**config.mk**
```make
export PLATFORM = sky130hd
export DESIGN_NAME = pnfbm_perm
export DESIGN_NICKNAME = d
export VERILOG_FILES = /design/src/hdl/pnfbm_pkg.sv /design/src/hdl/pnfbm_perm.sv
export SDC_FILE = /design/constraint.sdc
export NUM_CORES = 2
export LEC_CHECK = 0
export BUFFER_PORTS_ARGS = -buffer_cell sky130_fd_sc_hd__buf_2
export CAP_MARGIN = 10
export CORE_UTILIZATION = 40
export DETAILED_ROUTE_END_ITERATION = 8
export HOLD_SLACK_MARGIN = 0.12
export PLACE_DENSITY = 0.51
export SLEW_MARGIN = 0
export SYNTH_ARGS = -nofsm -noshare
export SYNTH_HDL_FRONTEND = slang
export SYNTH_SLANG_ARGS = --single-unit
```
**constraint.sdc**
```tcl
create_clock -name clk -period 3.45 [get_ports clk]
set_input_delay 0.69 -clock clk [delete_from_list [all_inputs] [get_ports clk]]
set_output_delay 0.69 -clock clk [all_outputs]
set_load 0.02 [all_outputs]
```
**src/hdl/pnfbm_pkg.sv**
```systemverilog
// Shared types, constants and helpers for the 2D octave noise engine.
// Used by every module under hdl/ except pnfbm_div; depends on nothing else.
package pnfbm_pkg;

	// permutation table geometry
	localparam int TABLE_SIZE = 256;
	localparam int TABLE_AW   = $clog2(TABLE_SIZE);

	// shared multiplier operand and product widths
	localparam int MUL_W  = 33;
	localparam int PROD_W = 2 * MUL_W;

	// fixed-point formats
	localparam int FREQ_W     = 48;
	localparam int FRAC_W     = 16;
	localparam int AMP_W      = 17;
	localparam int CRD_W      = 18;
	localparam int G_W        = 20;
	localparam int D_W        = 22;
	localparam int Q_W        = 22;
	localparam int NOISE_W    = 16;
	localparam int NORM_SHIFT = 14;
	localparam int OCT_CFG_W  = 5;
	localparam int REG_W      = 16;

	localparam logic [AMP_W-1:0]         AMP_ONE   = 17'h10000;
	localparam logic [FREQ_W-1:0]        FREQ_ONE  = 48'h10000;
	localparam logic signed [CRD_W-1:0]  ONE_Q16   = 18'sh10000;
	localparam logic signed [NOISE_W-1:0] NOISE_MAX = 16'sh7FFF;
	localparam logic signed [NOISE_W-1:0] NOISE_MIN = 16'sh8000;

	// fade polynomial coefficients: 6t^2 - 15t + 10 (Q16)
	localparam logic signed [Q_W-1:0] FADE_C6  = 22'sd6;
	localparam logic signed [Q_W-1:0] FADE_C15 = 22'sd15;
	localparam logic signed [Q_W-1:0] FADE_C10 = 22'sd655360;

	// gradient hash codes
	localparam logic [3:0] HASH_YSEL = 4'd8;
	localparam logic [3:0] HASH_VY   = 4'd4;
	localparam logic [3:0] HASH_X12  = 4'd12;
	localparam logic [3:0] HASH_X14  = 4'd14;

	// configuration register indexes
	localparam int CFG_IDX_W = 2;
	typedef enum logic [CFG_IDX_W-1:0] {
		CFG_OCTAVES = 2'd0,
		CFG_PERSIST = 2'd1,
		CFG_LACUN   = 2'd2
	} cfg_idx_t;

	// input item kinds
	typedef enum logic {
		CMD_WRITE = 1'b0,
		CMD_EVAL  = 1'b1
	} cmd_t;

	typedef struct packed {
		logic [OCT_CFG_W-1:0] octave_count;
		logic [REG_W-1:0]     persistence;
		logic [REG_W-1:0]     lacunarity;
	} cfg_t;

	// sequencer states
	typedef enum logic [5:0] {
		ST_IDLE, ST_SX0, ST_SX1, ST_SY0, ST_SY1, ST_SY2,
		ST_FT2, ST_FT3, ST_FQ, ST_FEND,
		ST_R0, ST_R1, ST_R2, ST_R3, ST_R4, ST_R5, ST_R6, ST_R7, ST_R8, ST_R9, ST_R10,
		ST_BL1, ST_BL2, ST_BH1, ST_BH2, ST_BV0, ST_BV1, ST_BV2,
		ST_AC0, ST_AC1, ST_AC2, ST_AC3, ST_AC4,
		ST_DIV, ST_DIVW, ST_OUT
	} state_t;

	// 12-direction gradient dot product selected by the low hash nibble
	function automatic logic signed [G_W-1:0] grad_f(
		input logic [7:0]              hash,
		input logic signed [CRD_W-1:0] gx,
		input logic signed [CRD_W-1:0] gy
	);
		logic [3:0]            h;
		logic signed [G_W-1:0] u;
		logic signed [G_W-1:0] v;
		logic signed [G_W-1:0] su;
		logic signed [G_W-1:0] sv;
		h = hash[3:0];
		u = (h < HASH_YSEL) ? G_W'(gx) : G_W'(gy);
		if (h < HASH_VY)
			v = G_W'(gy);
		else if (h == HASH_X12 || h == HASH_X14)
			v = G_W'(gx);
		else
			v = '0;
		su = h[0] ? -u : u;
		sv = h[1] ? -v : v;
		return su + sv;
	endfunction

endpackage

```
**src/hdl/pnfbm_perm.sv**
```systemverilog
// 256 x 8 permutation memory: one write port, one registered read port.
// Depends on pnfbm_pkg for the table geometry.
module pnfbm_perm (
	input  logic                              clk,
	input  logic                              we,
	input  logic [pnfbm_pkg::TABLE_AW-1:0]    waddr,
	input  logic [7:0]                        wdata,
	input  logic [pnfbm_pkg::TABLE_AW-1:0]    raddr,
	output logic [7:0]                        rdata
);
	import pnfbm_pkg::*;

	logic [7:0] mem [TABLE_SIZE];
	logic [7:0] rdata_q;

	// write port
	always_ff @(posedge clk) begin
		if (we) begin
			mem[waddr] <= wdata;
		end
	end

	// read port
	always_ff @(posedge clk) begin
		rdata_q <= mem[raddr];
	end

	assign rdata = rdata_q;

endmodule

```
==> results.yml <==
placement:
  dp_cells: 6709
  hpwlAfterDp_mm: 138
  post_dp_cell_area_mm2: 0.0866
  port_buffers: 33
  gp_congestion: 0.842
synthesis:
  synthTopCellsByCount: "2048 x edfxtp_1, 454 x mux4_2, 282 x nor2_1, 134 x mux2i_1, 133 x a22oi_1"
  syn_area_per_cell_um2: 21.3
  ys.warnings.count: 0
  yosysMostFrequentCell: "edfxtp_1"
  ys_seq_elements: 2056
  async_flop_share_pct: 0
  synth.top_cells.by_area: "edfxtp_1 77%, mux4_2 13%, mux2i_1 1.7%, nor2_1 1.3%, a22oi_1 1.3%"
  syn_area_mm2: 0.0796
  synth_edf_count: 2048
  synthesis.nets: 3759
  netlist_instances: 3733
  seq_area_frac_synth_pct: 77.5
  synth.distinct_cells: 55
  synth_area_leader_cell: "edfxtp_1"
  synth_ff_type: "edfxtp_1"
  synth.top_cell.area_share_pct: 77.3
setup_path:
  cpPeakStageDelay_ns: 1.14
  critPathBufInv: 4
  crit_family: "simple AND/OR/NAND/NOR gates"
  critical_path.max_fanout: 18
  startpoint_type: "input port"
  crit_type: "input port to flop"
  crit_required_ns: 4.12
  cp_common_cell: "buf_12"
  worstPathCellList: "buf_8 -> buf_12 -> buf_12 -> buf_12 -> mux4_2 -> a22oi_1 -> a21oi_1 -> nor4_1 -> nor4_1"
  worst_setup_path_end_kind: "flop"
  crit_slowest_cell: "nor4_1"
  arrival_ns: 3.92
grt:
  grt_max_degree: 103
  grtUsageTotal_pct: 21.4
  grt-ovfl-total: 0
  grt_pass1_wl_mm: 304
  antenna_found_initial: 15
  grt_pass1_vias: 40143
detailed_routing:
  ant_nets: 0
  viasPerCell: 5.59
  drt_wl_total_mm: 213
  drt_pass1_iterations: 5
  wire_per_inst_um: 29.9
  drc: 0
  vias: 39758
  drt_iter0_drc: 3920
clocking:
  postCtsHoldBufs: 0
  clkTransAtPathRegs_ns: 0.06
  clockRootBuffer: "clkbuf_16"
  cts.sinks: 2056
  ctsLongestPathBuffers: 3
  htree_levels: 4
  cts_setup_buffers: 0
  worstSkewPairLatency_ns: 0.86
  cts_buffers: 212
  cts_tree: "done"
  cts_resized: 0
power:
  seq_power_share_pct: 52.1
  switchingPower_mw: 11.5
  power_frac_clock_pct: 42.7
  p_per_area_mw_per_mm2: 567
  ir_worst_vdd_v: 0.000431
  swShare_pct: 21.8
  power_frac_comb_pct: 5.2
  p_leak_nw: 29.8
  internal_power_mw: 41.5
sta:
  setup_viol: 0
  worst_pin_slew_ns: 1.35
  maxSlewViolCount: 0
  period_minus_slack_ns: 3.25
  fmax_mhz: 308
  tns_ns: 0
  slew-limit-headroom_pct: 8.95
  rsz0062_at_grt: "false"
  hold_viol: 0
  skew_ns: 0.0524
  fin_crit_sh_pct: 94.1
outcome:
  status: "finished, final reports clean"
floorplanning:
  row_count: 163
  dieArea_mm2: 0.201
  ios: 34
  die_w_um: 448
  core-area_mm2: 0.197
  initial_utilization_pct: 40.3
  die_h_um: 448
finish:
  drive_gt1_share_pct: 30.2
  final_util_pct: 47.4
  area_growth_pct: 17.5
  instances_no_fill: 7112
  fin_area_mm2: 0.0935
  nets: 4309
hold_path:
  min-delay-path-class: "input port to flop"
run:
  drv_cap: 0
registers in the layout, summed over array words and instances, names as in the netlist:
register  flops
mem        2048
rdata         8
metal layers:
metal | track usage, % | wire length (µm) | vias to the layer above
met4 | 6.52 | 5980 | 0
met3 | 2.95 | 11000 | 275
met2 | 33.9 | 102000 | 1169
met1 | 30.7 | 93900 | 21476
met5 | 0 | 0 | -
li1 | - | - | 16838
cell families after synthesis:
family,after synthesis,synth area share [%]
flops,2056,77.5
mux,591,14.6
simple gates,466,2.63
compound gates,385,3.42
buf+inv,235,1.83
worst register-to-register path, stage by stage, from the launching register on:
cell      delay (ns)
edfxtp_1        0.38
mux4_2          0.47
a22oi_1         0.34
a21oi_1         0.21
nor4_1          1.15
nor4_1          0.17
metrics by stage:
step	setup slack, ns	hold WS [ns]	total power, mW
4_1_cts	0.425	0.232	53.5
2_1_floorplan	0.822	0.770	29.4
3_3_place_gp	-0.518	1.08	30.9
3_5_place_dp	-0.510	1.10	31.0
6_report	0.203	0.268	53.0
5_1_grt	0.282	0.256	54.5
path summary, 6_finish.rpt:
check	from	end	slack [ns]	depth (start not counted)
min reg2reg	mem[32][5]	rdata[5]	1.09	7
max reg2reg	mem[14][7]	rdata[7]	0.54	5
min	wdata[4]	mem[76][4]	0.27	1
max	raddr[0]	rdata[7]	0.20	9
layout by cell type (no fill, tap or decap), types with 8 or more instances in the layout:
| master | count |
|---|---|
| a21oi_1 | 96 |
| o221ai_1 | 46 |
| o21ai_0 | 10 |
| buf_4 | 475 |
| nand3_2 | 9 |
| clkinv_2 | 39 |
| a22o_1 | 8 |
| mux2i_1 | 134 |
| nand4_1 | 10 |
| dfxtp_1 | 8 |
| a211oi_1 | 16 |
| edfxtp_1 | 2048 |
| bufinv_16 | 20 |
| o22ai_1 | 28 |
| clkbuf_16 | 213 |
| nor4_1 | 23 |
| mux4_2 | 454 |
| nand2_1 | 33 |
| nand3_1 | 25 |
| diode_2 | 11 |
| nand2b_1 | 8 |
| nor2b_1 | 28 |
| clkbuf_1 | 39 |
| buf_8 | 10 |
| nor3_1 | 22 |
| o211ai_1 | 10 |
| nor2_1 | 279 |
| buf_2 | 21 |
| a221oi_1 | 13 |
| a22oi_1 | 133 |
| clkinv_1 | 58 |
| buf_12 | 63 |
power by group through the flow:
| stage | Clock [mW] | Combinational [mW] | Sequential (mW) |
|---|---|---|---|
| finish | 22.6 | 2.78 | 27.6 |
| floorplan | 0 | 1.34 | 28.1 |
| CTS | 23.1 | 2.83 | 27.6 |
| detailed placement | 0 | 2.83 | 28.1 |
| global route | 24.0 | 2.95 | 27.6 |
| global placement | 0 | 2.81 | 28.1 |
cell type report:
type,count,area [µm²]
fill,16517,104000
antenna,11,27.5
timing repair buffer,569,5080
inverter,2,7.51
clock inverter,139,1390
clock buffer,253,5490
tap,2640,3300
multi-input combinational,1442,16500
sequential,2056,61700
(Power assumes the default switching activity.)
