### src/hdl/pnfbm_pkg.sv
// Shared types, constants and helpers for the 2D octave noise engine.
// Used by every module under hdl/ except pnfbm_div; depends on nothing else.
package pnfbm_pkg;

	// permutation table geometry
	localparam int TABLE_SIZE = 256;
	localparam int TABLE_AW   = $clog2(TABLE_SIZE);

	// shared multiplier operand and product widths
	localparam int MUL_W  = 33;
	localparam int PROD_W = 2 * MUL_W;

	// fixed-point formats
	localparam int FREQ_W     = 48;
	localparam int FRAC_W     = 16;
	localparam int AMP_W      = 17;
	localparam int CRD_W      = 18;
	localparam int G_W        = 20;
	localparam int D_W        = 22;
	localparam int Q_W        = 22;
	localparam int NOISE_W    = 16;
	localparam int NORM_SHIFT = 14;
	localparam int OCT_CFG_W  = 5;
	localparam int REG_W      = 16;

	localparam logic [AMP_W-1:0]         AMP_ONE   = 17'h10000;
	localparam logic [FREQ_W-1:0]        FREQ_ONE  = 48'h10000;
	localparam logic signed [CRD_W-1:0]  ONE_Q16   = 18'sh10000;
	localparam logic signed [NOISE_W-1:0] NOISE_MAX = 16'sh7FFF;
	localparam logic signed [NOISE_W-1:0] NOISE_MIN = 16'sh8000;

	// fade polynomial coefficients: 6t^2 - 15t + 10 (Q16)
	localparam logic signed [Q_W-1:0] FADE_C6  = 22'sd6;
	localparam logic signed [Q_W-1:0] FADE_C15 = 22'sd15;
	localparam logic signed [Q_W-1:0] FADE_C10 = 22'sd655360;

	// gradient hash codes
	localparam logic [3:0] HASH_YSEL = 4'd8;
	localparam logic [3:0] HASH_VY   = 4'd4;
	localparam logic [3:0] HASH_X12  = 4'd12;
	localparam logic [3:0] HASH_X14  = 4'd14;

	// configuration register indexes
	localparam int CFG_IDX_W = 2;
	typedef enum logic [CFG_IDX_W-1:0] {
		CFG_OCTAVES = 2'd0,
		CFG_PERSIST = 2'd1,
		CFG_LACUN   = 2'd2
	} cfg_idx_t;

	// input item kinds
	typedef enum logic {
		CMD_WRITE = 1'b0,
		CMD_EVAL  = 1'b1
	} cmd_t;

	typedef struct packed {
		logic [OCT_CFG_W-1:0] octave_count;
		logic [REG_W-1:0]     persistence;
		logic [REG_W-1:0]     lacunarity;
	} cfg_t;

	// sequencer states
	typedef enum logic [5:0] {
		ST_IDLE, ST_SX0, ST_SX1, ST_SY0, ST_SY1, ST_SY2,
		ST_FT2, ST_FT3, ST_FQ, ST_FEND,
		ST_R0, ST_R1, ST_R2, ST_R3, ST_R4, ST_R5, ST_R6, ST_R7, ST_R8, ST_R9, ST_R10,
		ST_BL1, ST_BL2, ST_BH1, ST_BH2, ST_BV0, ST_BV1, ST_BV2,
		ST_AC0, ST_AC1, ST_AC2, ST_AC3, ST_AC4,
		ST_DIV, ST_DIVW, ST_OUT
	} state_t;

	// 12-direction gradient dot product selected by the low hash nibble
	function automatic logic signed [G_W-1:0] grad_f(
		input logic [7:0]              hash,
		input logic signed [CRD_W-1:0] gx,
		input logic signed [CRD_W-1:0] gy
	);
		logic [3:0]            h;
		logic signed [G_W-1:0] u;
		logic signed [G_W-1:0] v;
		logic signed [G_W-1:0] su;
		logic signed [G_W-1:0] sv;
		h = hash[3:0];
		u = (h < HASH_YSEL) ? G_W'(gx) : G_W'(gy);
		if (h < HASH_VY)
			v = G_W'(gy);
		else if (h == HASH_X12 || h == HASH_X14)
			v = G_W'(gx);
		else
			v = '0;
		su = h[0] ? -u : u;
		sv = h[1] ? -v : v;
		return su + sv;
	endfunction

endpackage

### src/hdl/pnfbm_mul.sv
// Shared signed multiplier with a registered product.
// Depends on pnfbm_pkg for operand widths.
module pnfbm_mul (
	input  logic                                  clk,
	input  logic signed [pnfbm_pkg::MUL_W-1:0]    a,
	input  logic signed [pnfbm_pkg::MUL_W-1:0]    b,
	output logic signed [pnfbm_pkg::PROD_W-1:0]   p
);
	import pnfbm_pkg::*;

	logic signed [PROD_W-1:0] p_q;

	// one product per cycle, result in the next cycle
	always_ff @(posedge clk) begin
		p_q <= a * b;
	end

	assign p = p_q;

endmodule

### src/hdl/pnfbm_div.sv
// Bit-serial restoring divider, signed dividend, unsigned divisor, quotient
// truncated toward zero. Self-contained; imports nothing.
module pnfbm_div #(
	parameter int NUM_W = 38,
	parameter int DEN_W = 22
) (
	input  logic                    clk,
	input  logic                    arst_n,
	input  logic                    start,
	input  logic signed [NUM_W-1:0] num,
	input  logic [DEN_W-1:0]        den,
	output logic                    done,
	output logic signed [NUM_W:0]   quot
);
	localparam int CNT_W = $clog2(NUM_W + 1);

	logic             run_q;
	logic             done_q;
	logic [CNT_W-1:0] cnt_q;
	logic             neg_q;
	logic [NUM_W-1:0] mag_q;
	logic [DEN_W-1:0] rem_q;
	logic [DEN_W-1:0] den_q;
	logic [DEN_W:0]   rem_sh;
	logic [DEN_W:0]   rem_sub;
	logic             fit;

	// one quotient bit per cycle
	assign rem_sh  = {rem_q, mag_q[NUM_W-1]};
	assign rem_sub = rem_sh - {1'b0, den_q};
	assign fit     = (rem_sh >= {1'b0, den_q});

	// iteration control
	always_ff @(posedge clk or negedge arst_n) begin
		if (!arst_n) begin
			run_q  <= 1'b0;
			done_q <= 1'b0;
			cnt_q  <= '0;
		end else begin
			done_q <= 1'b0;
			if (start) begin
				run_q <= 1'b1;
				cnt_q <= CNT_W'(NUM_W);
			end else if (run_q) begin
				cnt_q <= cnt_q - CNT_W'(1);
				if (cnt_q == CNT_W'(1)) begin
					run_q  <= 1'b0;
					done_q <= 1'b1;
				end
			end
		end
	end

	// dividend magnitude shifts out as quotient bits shift in
	always_ff @(posedge clk) begin
		if (start) begin
			neg_q <= num[NUM_W-1];
			mag_q <= num[NUM_W-1] ? NUM_W'(-num) : NUM_W'(num);
			den_q <= den;
			rem_q <= '0;
		end else if (run_q) begin
			rem_q <= fit ? rem_sub[DEN_W-1:0] : rem_sh[DEN_W-1:0];
			mag_q <= {mag_q[NUM_W-2:0], fit};
		end
	end

	assign done = done_q;
	assign quot = neg_q ? -$signed({1'b0, mag_q}) : $signed({1'b0, mag_q});

endmodule

### src/hdl/pnfbm_core.sv
// Octave sequencer and datapath: scaling, fade, table hashing, gradients,
// blends and accumulation on one shared multiplier. Uses pnfbm_pkg,
// pnfbm_mul and pnfbm_div; reads the permutation memory through a port.
module pnfbm_core #(
	parameter int MAX_OCTAVES = 16
) (
	input  logic                                clk,
	input  logic                                arst_n,
	input  logic                                start,
	input  logic signed [31:0]                  x_coord,
	input  logic signed [31:0]                  y_coord,
	input  pnfbm_pkg::cfg_t                     cfg,
	output logic [pnfbm_pkg::TABLE_AW-1:0]      perm_addr,
	input  logic [7:0]                          perm_data,
	output logic                                idle,
	output logic                                res_valid,
	input  logic                                res_ready,
	output logic signed [pnfbm_pkg::NOISE_W-1:0] res_data
);
	import pnfbm_pkg::*;

	localparam int OCT_W = $clog2(MAX_OCTAVES + 1);
	localparam int LOG_O = $clog2(MAX_OCTAVES);
	localparam int TOT_W = 20 + LOG_O;
	localparam int SUM_W = 18 + LOG_O;
	localparam int NUM_W = TOT_W + NORM_SHIFT;
	localparam logic signed [NUM_W:0] SAT_HI = (NUM_W + 1)'(NOISE_MAX);
	localparam logic signed [NUM_W:0] SAT_LO = (NUM_W + 1)'(NOISE_MIN);

	state_t state_q, state_d;

	// evaluation state
	logic signed [31:0]       x_q, y_q;
	logic [OCT_W-1:0]         n_q, oct_q, n_d, oct_nx;
	logic [FREQ_W-1:0]        freq_q, flo_q;
	logic [AMP_W-1:0]         amp_q;
	logic signed [TOT_W-1:0]  total_q;
	logic [SUM_W-1:0]         amp_sum_q;
	logic [23:0]              sxl_q, syl_q;
	logic [7:0]               cx_q, cy_q;
	logic [15:0]              fx_q, fy_q, t_q;
	logic                     fsel_q;
	logic signed [Q_W-1:0]    q_q, q_d, t2s, ts;
	logic [AMP_W-1:0]         u_q, v_q;
	logic [7:0]               a_q, b_q, aa_q, ab_q, ba_q, bb_q;
	logic signed [G_W-1:0]    g00_q, g01_q, g10_q, g11_q;
	logic signed [D_W-1:0]    d_q;
	logic signed [G_W-1:0]    lo_q, hi_q, nv_q;
	logic signed [NOISE_W-1:0] res_q;

	// shared unit and divider hookup
	logic signed [MUL_W-1:0]  mul_a, mul_b;
	logic signed [PROD_W-1:0] p;
	logic signed [G_W-1:0]    p_blend;
	logic signed [TOT_W-1:0]  p_contrib;
	logic signed [CRD_W-1:0]  gx0, gx1, gy0, gy1;
	logic [5:0]               oc6;
	logic                     div_start, div_done;
	logic signed [NUM_W:0]    quot;

	pnfbm_mul u_mul (
		.clk (clk),
		.a   (mul_a),
		.b   (mul_b),
		.p   (p)
	);

	pnfbm_div #(
		.NUM_W (NUM_W),
		.DEN_W (SUM_W)
	) u_div (
		.clk    (clk),
		.arst_n (arst_n),
		.start  (div_start),
		.num    ($signed({total_q, {NORM_SHIFT{1'b0}}})),
		.den    (amp_sum_q),
		.done   (div_done),
		.quot   (quot)
	);

	// floor-shifted views of the product
	assign p_blend   = p[FRAC_W +: G_W];
	assign p_contrib = p[FRAC_W +: TOT_W];

	// fade polynomial 6t^2 - 15t + 10 from the fresh t^2
	assign t2s = $signed({6'b0, p[31:16]});
	assign ts  = $signed({6'b0, t_q});
	assign q_d = FADE_C6 * t2s - FADE_C15 * ts + FADE_C10;

	// gradient arguments: fraction and fraction minus one
	assign gx0 = $signed({2'b00, fx_q});
	assign gy0 = $signed({2'b00, fy_q});
	assign gx1 = gx0 - ONE_Q16;
	assign gy1 = gy0 - ONE_Q16;

	// octave count, zero treated as one and limited to the maximum
	assign oc6 = {1'b0, cfg.octave_count};
	always_comb begin
		if (oc6 == 6'd0)
			n_d = OCT_W'(1);
		else if (oc6 > 6'(MAX_OCTAVES))
			n_d = OCT_W'(MAX_OCTAVES);
		else
			n_d = OCT_W'(oc6);
	end
	assign oct_nx = oct_q + OCT_W'(1);

	// state register
	always_ff @(posedge clk or negedge arst_n) begin
		if (!arst_n) begin
			state_q <= ST_IDLE;
			oct_q   <= '0;
		end else begin
			state_q <= state_d;
			if (state_q == ST_IDLE)
				oct_q <= '0;
			else if (state_q == ST_AC4)
				oct_q <= oct_nx;
		end
	end

	// next state, multiplier operands, table address, divider start, result valid
	always_comb begin
		state_d   = state_q;
		mul_a     = '0;
		mul_b     = '0;
		perm_addr = '0;
		div_start = 1'b0;
		res_valid = 1'b0;
		case (state_q)
			ST_IDLE: begin
				if (start)
					state_d = ST_SX0;
			end
			ST_SX0: begin
				mul_a   = MUL_W'(x_q);
				mul_b   = $signed({1'b0, freq_q[31:0]});
				state_d = ST_SX1;
			end
			ST_SX1: begin
				mul_a   = MUL_W'(x_q);
				mul_b   = $signed({25'b0, freq_q[39:32]});
				state_d = ST_SY0;
			end
			ST_SY0: begin
				mul_a   = MUL_W'(y_q);
				mul_b   = $signed({1'b0, freq_q[31:0]});
				state_d = ST_SY1;
			end
			ST_SY1: begin
				mul_a   = MUL_W'(y_q);
				mul_b   = $signed({25'b0, freq_q[39:32]});
				state_d = ST_SY2;
			end
			ST_SY2: state_d = ST_FT2;
			ST_FT2: begin
				mul_a   = $signed({17'b0, t_q});
				mul_b   = $signed({17'b0, t_q});
				state_d = ST_FT3;
			end
			ST_FT3: begin
				mul_a   = $signed({17'b0, p[31:16]});
				mul_b   = $signed({17'b0, t_q});
				state_d = ST_FQ;
			end
			ST_FQ: begin
				mul_a   = $signed({17'b0, p[31:16]});
				mul_b   = MUL_W'(q_q);
				state_d = ST_FEND;
			end
			ST_FEND: state_d = fsel_q ? ST_R0 : ST_FT2;
			// hashed corner lookups, one read per cycle
			ST_R0: begin
				perm_addr = cx_q;
				state_d   = ST_R1;
			end
			ST_R1: begin
				perm_addr = cx_q + 8'd1;
				state_d   = ST_R2;
			end
			ST_R2: begin
				perm_addr = a_q;
				state_d   = ST_R3;
			end
			ST_R3: begin
				perm_addr = a_q + 8'd1;
				state_d   = ST_R4;
			end
			ST_R4: begin
				perm_addr = b_q;
				state_d   = ST_R5;
			end
			ST_R5: begin
				perm_addr = b_q + 8'd1;
				state_d   = ST_R6;
			end
			ST_R6: begin
				perm_addr = aa_q;
				state_d   = ST_R7;
			end
			ST_R7: begin
				perm_addr = ab_q;
				state_d   = ST_R8;
			end
			ST_R8: begin
				perm_addr = ba_q;
				state_d   = ST_R9;
			end
			ST_R9: begin
				perm_addr = bb_q;
				state_d   = ST_R10;
			end
			ST_R10: state_d = ST_BL1;
			// bilinear blends
			ST_BL1: begin
				mul_a   = $signed({16'b0, u_q});
				mul_b   = MUL_W'(d_q);
				state_d = ST_BL2;
			end
			ST_BL2: state_d = ST_BH1;
			ST_BH1: begin
				mul_a   = $signed({16'b0, u_q});
				mul_b   = MUL_W'(d_q);
				state_d = ST_BH2;
			end
			ST_BH2: state_d = ST_BV0;
			ST_BV0: state_d = ST_BV1;
			ST_BV1: begin
				mul_a   = $signed({16'b0, v_q});
				mul_b   = MUL_W'(d_q);
				state_d = ST_BV2;
			end
			ST_BV2: state_d = ST_AC0;
			// weighting and per-octave updates
			ST_AC0: begin
				mul_a   = MUL_W'(nv_q);
				mul_b   = $signed({16'b0, amp_q});
				state_d = ST_AC1;
			end
			ST_AC1: begin
				mul_a   = $signed({16'b0, amp_q});
				mul_b   = $signed({17'b0, cfg.persistence});
				state_d = ST_AC2;
			end
			ST_AC2: begin
				mul_a   = $signed({1'b0, freq_q[31:0]});
				mul_b   = $signed({17'b0, cfg.lacunarity});
				state_d = ST_AC3;
			end
			ST_AC3: begin
				mul_a   = $signed({17'b0, freq_q[47:32]});
				mul_b   = $signed({17'b0, cfg.lacunarity});
				state_d = ST_AC4;
			end
			ST_AC4: state_d = (oct_nx == n_q) ? ST_DIV : ST_SX0;
			// normalization
			ST_DIV: begin
				div_start = 1'b1;
				state_d   = ST_DIVW;
			end
			ST_DIVW: begin
				if (div_done)
					state_d = ST_OUT;
			end
			ST_OUT: begin
				res_valid = 1'b1;
				if (res_ready)
					state_d = ST_IDLE;
			end
			default: state_d = ST_IDLE;
		endcase
	end

	// datapath registers
	always_ff @(posedge clk) begin
		case (state_q)
			ST_IDLE: begin
				if (start) begin
					x_q       <= x_coord;
					y_q       <= y_coord;
					n_q       <= n_d;
					freq_q    <= FREQ_ONE;
					amp_q     <= AMP_ONE;
					total_q   <= '0;
					amp_sum_q <= '0;
				end
			end
			ST_SX1: sxl_q <= p[39:16];
			ST_SY0: begin
				cx_q <= sxl_q[23:16] + p[7:0];
				fx_q <= sxl_q[15:0];
			end
			ST_SY1: syl_q <= p[39:16];
			ST_SY2: begin
				cy_q   <= syl_q[23:16] + p[7:0];
				fy_q   <= syl_q[15:0];
				t_q    <= fx_q;
				fsel_q <= 1'b0;
			end
			ST_FT3: q_q <= q_d;
			ST_FEND: begin
				if (fsel_q) begin
					v_q <= p[32:16];
				end else begin
					u_q    <= p[32:16];
					t_q    <= fy_q;
					fsel_q <= 1'b1;
				end
			end
			ST_R1:  a_q  <= perm_data + cy_q;
			ST_R2:  b_q  <= perm_data + cy_q;
			ST_R3:  aa_q <= perm_data;
			ST_R4:  ab_q <= perm_data;
			ST_R5:  ba_q <= perm_data;
			ST_R6:  bb_q <= perm_data;
			ST_R7:  g00_q <= grad_f(perm_data, gx0, gy0);
			ST_R8:  g01_q <= grad_f(perm_data, gx0, gy1);
			ST_R9:  g10_q <= grad_f(perm_data, gx1, gy0);
			ST_R10: begin
				g11_q <= grad_f(perm_data, gx1, gy1);
				d_q   <= D_W'(g10_q) - D_W'(g00_q);
			end
			ST_BL2: begin
				lo_q <= g00_q + p_blend;
				d_q  <= D_W'(g11_q) - D_W'(g01_q);
			end
			ST_BH2: hi_q <= g01_q + p_blend;
			ST_BV0: d_q  <= D_W'(hi_q) - D_W'(lo_q);
			ST_BV2: nv_q <= lo_q + p_blend;
			ST_AC1: begin
				total_q   <= total_q + p_contrib;
				amp_sum_q <= amp_sum_q + SUM_W'(amp_q);
			end
			ST_AC2: amp_q <= p[32:16];
			ST_AC3: flo_q <= p[47:0];
			ST_AC4: freq_q <= {p[23:0], 24'b0} + {8'b0, flo_q[47:8]};
			ST_DIVW: begin
				if (quot > SAT_HI)
					res_q <= NOISE_MAX;
				else if (quot < SAT_LO)
					res_q <= NOISE_MIN;
				else
					res_q <= quot[NOISE_W-1:0];
			end
			default: ;
		endcase
	end

	assign idle     = (state_q == ST_IDLE);
	assign res_data = res_q;

endmodule

### config.mk
export PLATFORM = sky130hd
export DESIGN_NAME = pnfbm_core
export DESIGN_NICKNAME = d
export VERILOG_FILES = /design/src/hdl/pnfbm_pkg.sv /design/src/hdl/pnfbm_mul.sv /design/src/hdl/pnfbm_div.sv /design/src/hdl/pnfbm_core.sv
export SDC_FILE = /design/constraint.sdc
export NUM_CORES = 2
export LEC_CHECK = 0
export BUFFER_PORTS_ARGS = -buffer_cell sky130_fd_sc_hd__buf_2
export CAP_MARGIN = 15
export CELL_PAD_IN_SITES_DETAIL_PLACEMENT = 1
export CELL_PAD_IN_SITES_GLOBAL_PLACEMENT = 1
export CORE_ASPECT_RATIO = 2
export CORE_MARGIN = 3
export CORE_UTILIZATION = 25
export DETAILED_ROUTE_END_ITERATION = 10
export PLACE_DENSITY_LB_ADDON = 0.05
export SLEW_MARGIN = 20
export SYNTH_ARGS = -nofsm -noshare
export SYNTH_HDL_FRONTEND = slang
export SYNTH_SLANG_ARGS = --single-unit
### constraint.sdc
create_clock -name clk -period 21.9 [get_ports clk]
set_clock_uncertainty 0.05 [all_clocks]
set_input_delay 4.38 -clock clk [delete_from_list [all_inputs] [get_ports clk]]
set_output_delay 4.38 -clock clk [all_outputs]
set_load 0.05 [all_outputs]
==> impl.org <==
** Status
- The flow ran to the end, and the final reports show no timing, DRC or antenna violations.

** Synthesis
- Synthesized netlist cell count :: 7441
- Most numerous cell in the Yosys netlist :: sky130_fd_sc_hd__inv_1
- Fraction of synthesized cell area taken by the top area cell type :: 0.275
- The biggest area contributor in the post-synthesis netlist is sky130_fd_sc_hd__edfxtp_1.
- For this run, the register share of the synthesized area comes to 0.301.
- Proportion of synthesized flip-flops having asynchronous set or reset :: 0.0249
- Synthesis inferred 764 register bits.
- Counting distinct cell types in the post-synthesis netlist gives 92.
- Count of flip-flops with a built-in enable after synthesis :: 675
- In the synthesized netlist the dominant register cell turns out to be sky130_fd_sc_hd__edfxtp_1.
- By count the netlist is led by sky130_fd_sc_hd__inv_1 (1273), sky130_fd_sc_hd__nand2_1 (965), sky130_fd_sc_hd__fa_1 (916).
- Dominant cells by area after synthesis :: sky130_fd_sc_hd__edfxtp_1 (28%), sky130_fd_sc_hd__fa_1 (25%), sky130_fd_sc_hd__ha_1 (8.2%)
- The number of nets in the synthesized netlist is 8952.
- Yosys printed 0 warnings.
- Post-synth design cell area :: 73600 um^2
- Mean Syn Cell Area :: 9.89 um^2

** Timing
- In this run the tightest slew margin relative to its limit is 0.134.
- Static timing analysis puts the maximum clock frequency at 0.0681 GHz.
- Count of final max-slew check failures :: 0
- Setup repair after global routing missed its margin :: no
- Final Hold Vio Count :: 0
- Setup total negative slack on the finished layout was measured at 0 ps.
- In the finished design, the share of the clock period the worst path needs comes to 0.670.
- Slew at the pin closest to its max-slew limit :: 1290 ps
- The clock period could shrink to 14680 ps.
- Setup violations remaining at the end of the flow were counted as 0.

** Critical path
- Worst setup SP type :: input pin
- Cell repeated most along the worst path :: sky130_fd_sc_hd__fa_1
- The setup path with the least slack is of type in -> reg.
- In this run the worst path has a maximum fanout of 33.
- The worst setup path is captured at a flip-flop.
- For this design, the slowest cell found on the critical path is sky130_fd_sc_hd__nand3_2.
- Critical Path Max Stage Delay :: 910 ps
- Data required time at the worst endpoint :: 22500 ps
- Data arrives at the worst endpoint at 15280 ps.

** Placed design
- Post-detailed-placement cell area :: 79900 um^2
- Port Buf Inserts :: 138
- Detailed Place HPWL :: 301 mm
- The congestion estimate from routability-driven global placement came to 0.897.

** Clock network
- After clock tree synthesis, the clock-pin slew on the worst setup and hold paths is 60 ps.
- Once the clock tree was built, the setup fixing pass inserted 0 buffers.
- Library cell used as clock root buffer :: sky130_fd_sc_hd__clkbuf_16
- Clock latency on the worst-skew pair, taken at its later pin, is 740 ps.
- After clock tree synthesis, the flow added hold-fix buffers numbering 0.
- Inserted Clock Buffers :: 91
- Once the clock tree was built, the resizer swapped 0 gates to a different size.
- CTS built an H-tree with a depth of 3.
- CTS tree :: built
- Clock buffer depth :: 3
- CTS saw 764 sinks.

** Global route
- Overall overflow remaining after global route :: 0
- Number of global-route vias before repair :: 64700
- Maximum number of pins on one net before global-route repair :: 63
- The first global-routing pass estimated 512 mm of wire.
- All-layer global routing usage :: 0.247
- The number of antenna violations at the first check in global routing came to 26.

** Route
- The first detailed-routing pass ran for 5 iterations.
- Wirelength, routed :: 372 mm
- Vias :: 56100
- Routed Antenna Nets :: 0
- Average detailed-routed wire length per instance :: 32.4 um
- Using the TritonRoute via totals, the vias-per-cell ratio works out to 4.88.
- In the routed design, unresolved DRC markers number 0.
- In this run, the number of DRC markers left after iteration 0 of detailed routing was 2558.

** Floorplan
- In this run the count of I/O pins placed on the die edge is 139.
- Effective utilization at floorplan :: 0.251
- The initialized floorplan defines 281 standard-cell rows.
- The die covers 301000 um^2.
- Measured along the x axis, the die boundary spans 390 um.
- Die boundary height :: 773 um
- Core area :: 293000 um^2

** Final layout
- From synthesis to final layout, the design area changed by 12.9%.
- In the final design database the tool counted 9098 nets.
- Layout cell share with drive strength beyond 1 :: 0.0833
- Final instance area :: 83100 um^2

** Hold path
- The min-delay analysis places its worst path in the category reg -> reg.

** Run
- Across the run, the number of max-cap violations was 0.
[through the flow]
stage          hold WS [ps]  std cells  setup slack, ps  utilization
4_1_cts                 370      11500             7150        0.284
2_1_floorplan           336       7441             9620            -
6_report                356      11500             7220        0.284
3_3_place_gp            351      11300             6080        0.273
5_1_grt                 372      11500             7140        0.284
3_5_place_dp            345      11300             6390        0.273
[logic make-up (layout without fill, tap and decap cells)]
logic type               Yosys count  count (layout)  share of synthesized area
AND/OR/NAND/NOR                 2112            2112                      0.127
XOR/XNOR                         417             417                     0.0498
other                              0               9                          0
multiplexers                      54              54                    0.00745
flip-flops                       764             764                      0.301
buffers and inverters           1552            1772                     0.0798
AO/OA/AOI/OAI                   1144            1144                      0.104
adder cells (fa/ha/maj)         1398            1398                      0.331
[placed cells by master (no fill, tap or decap), types with 67 or more instances in the layout]
master and count:
sky130_fd_sc_hd__a21o_1 99, sky130_fd_sc_hd__ha_1 482, sky130_fd_sc_hd__nor2_1 553, sky130_fd_sc_hd__and2_1 95, sky130_fd_sc_hd__o21ai_0 252, sky130_fd_sc_hd__nand2_1 956
sky130_fd_sc_hd__edfxtp_1 675, sky130_fd_sc_hd__dfxtp_1 67, sky130_fd_sc_hd__nor3_1 98, sky130_fd_sc_hd__inv_1 1272, sky130_fd_sc_hd__a22oi_1 97, sky130_fd_sc_hd__a22o_1 73
sky130_fd_sc_hd__clkbuf_16 95, sky130_fd_sc_hd__fa_1 916, sky130_fd_sc_hd__buf_2 139, sky130_fd_sc_hd__buf_4 189, sky130_fd_sc_hd__a21oi_1 241, sky130_fd_sc_hd__xnor2_1 252
sky130_fd_sc_hd__xor2_1 164
[worst paths after layout]
check	slack (ps)	cells after the start	end	start
max in group asynchronous	17420	1	u_div.done	arst_n
setup reg to reg	8970	33	u_mul.p[41]	state_q[0]
hold reg to reg	360	0	fx_q[11]	sxl_q[11]
hold / removal	360	0	fx_q[11]	sxl_q[11]
min in group asynchronous	3750	1	oct_q[0]	arst_n
setup / recovery	7220	30	u_mul.p[41]	cfg[16]
[critical path: cells and delay by family]
kind                     cells  cell delay (ps)
AO/OA/AOI/OAI               10             4180
XOR/XNOR                     1              200
adder cells (fa/ha/maj)      9             4380
buffers and inverters        6              470
AND/OR/NAND/NOR              4             1640
[flip-flops by register name, indices dropped and copies added (netlist names), 21 cells and up]
name	count
u_div.den_q	22
total_q	24
u_div.mag_q	38
d_q	21
freq_q	48
y_q	32
sxl_q	24
u_div.rem_q	22
q_q	22
x_q	32
u_mul.p	48
amp_sum_q	22
syl_q	24
flo_q	40
[area by class of cell]
cell class                 instances  area, um^2
multi-input combinational       5125       46100
inverter                        1277        4800
timing repair buffer             328        2110
antenna                            9        22.5
fill                           33100      210000
clock inverter                    57         719
sequential                       764       22200
tap                             3820        4780
clock buffer                     110        2460
[metal layers]
layer  vias to the layer above  part of all wire  global-route usage
met2                      1170              0.57               0.497
met1                     29600              0.32               0.228
met3                       671             0.027              0.0243
li1                      24600                 -                   -
met5                         -           0.00016                   0
met4                        10             0.086               0.169
Power is not shown: default switching activity piles up to over one toggle a cycle in this logic, so the estimate is an artifact.
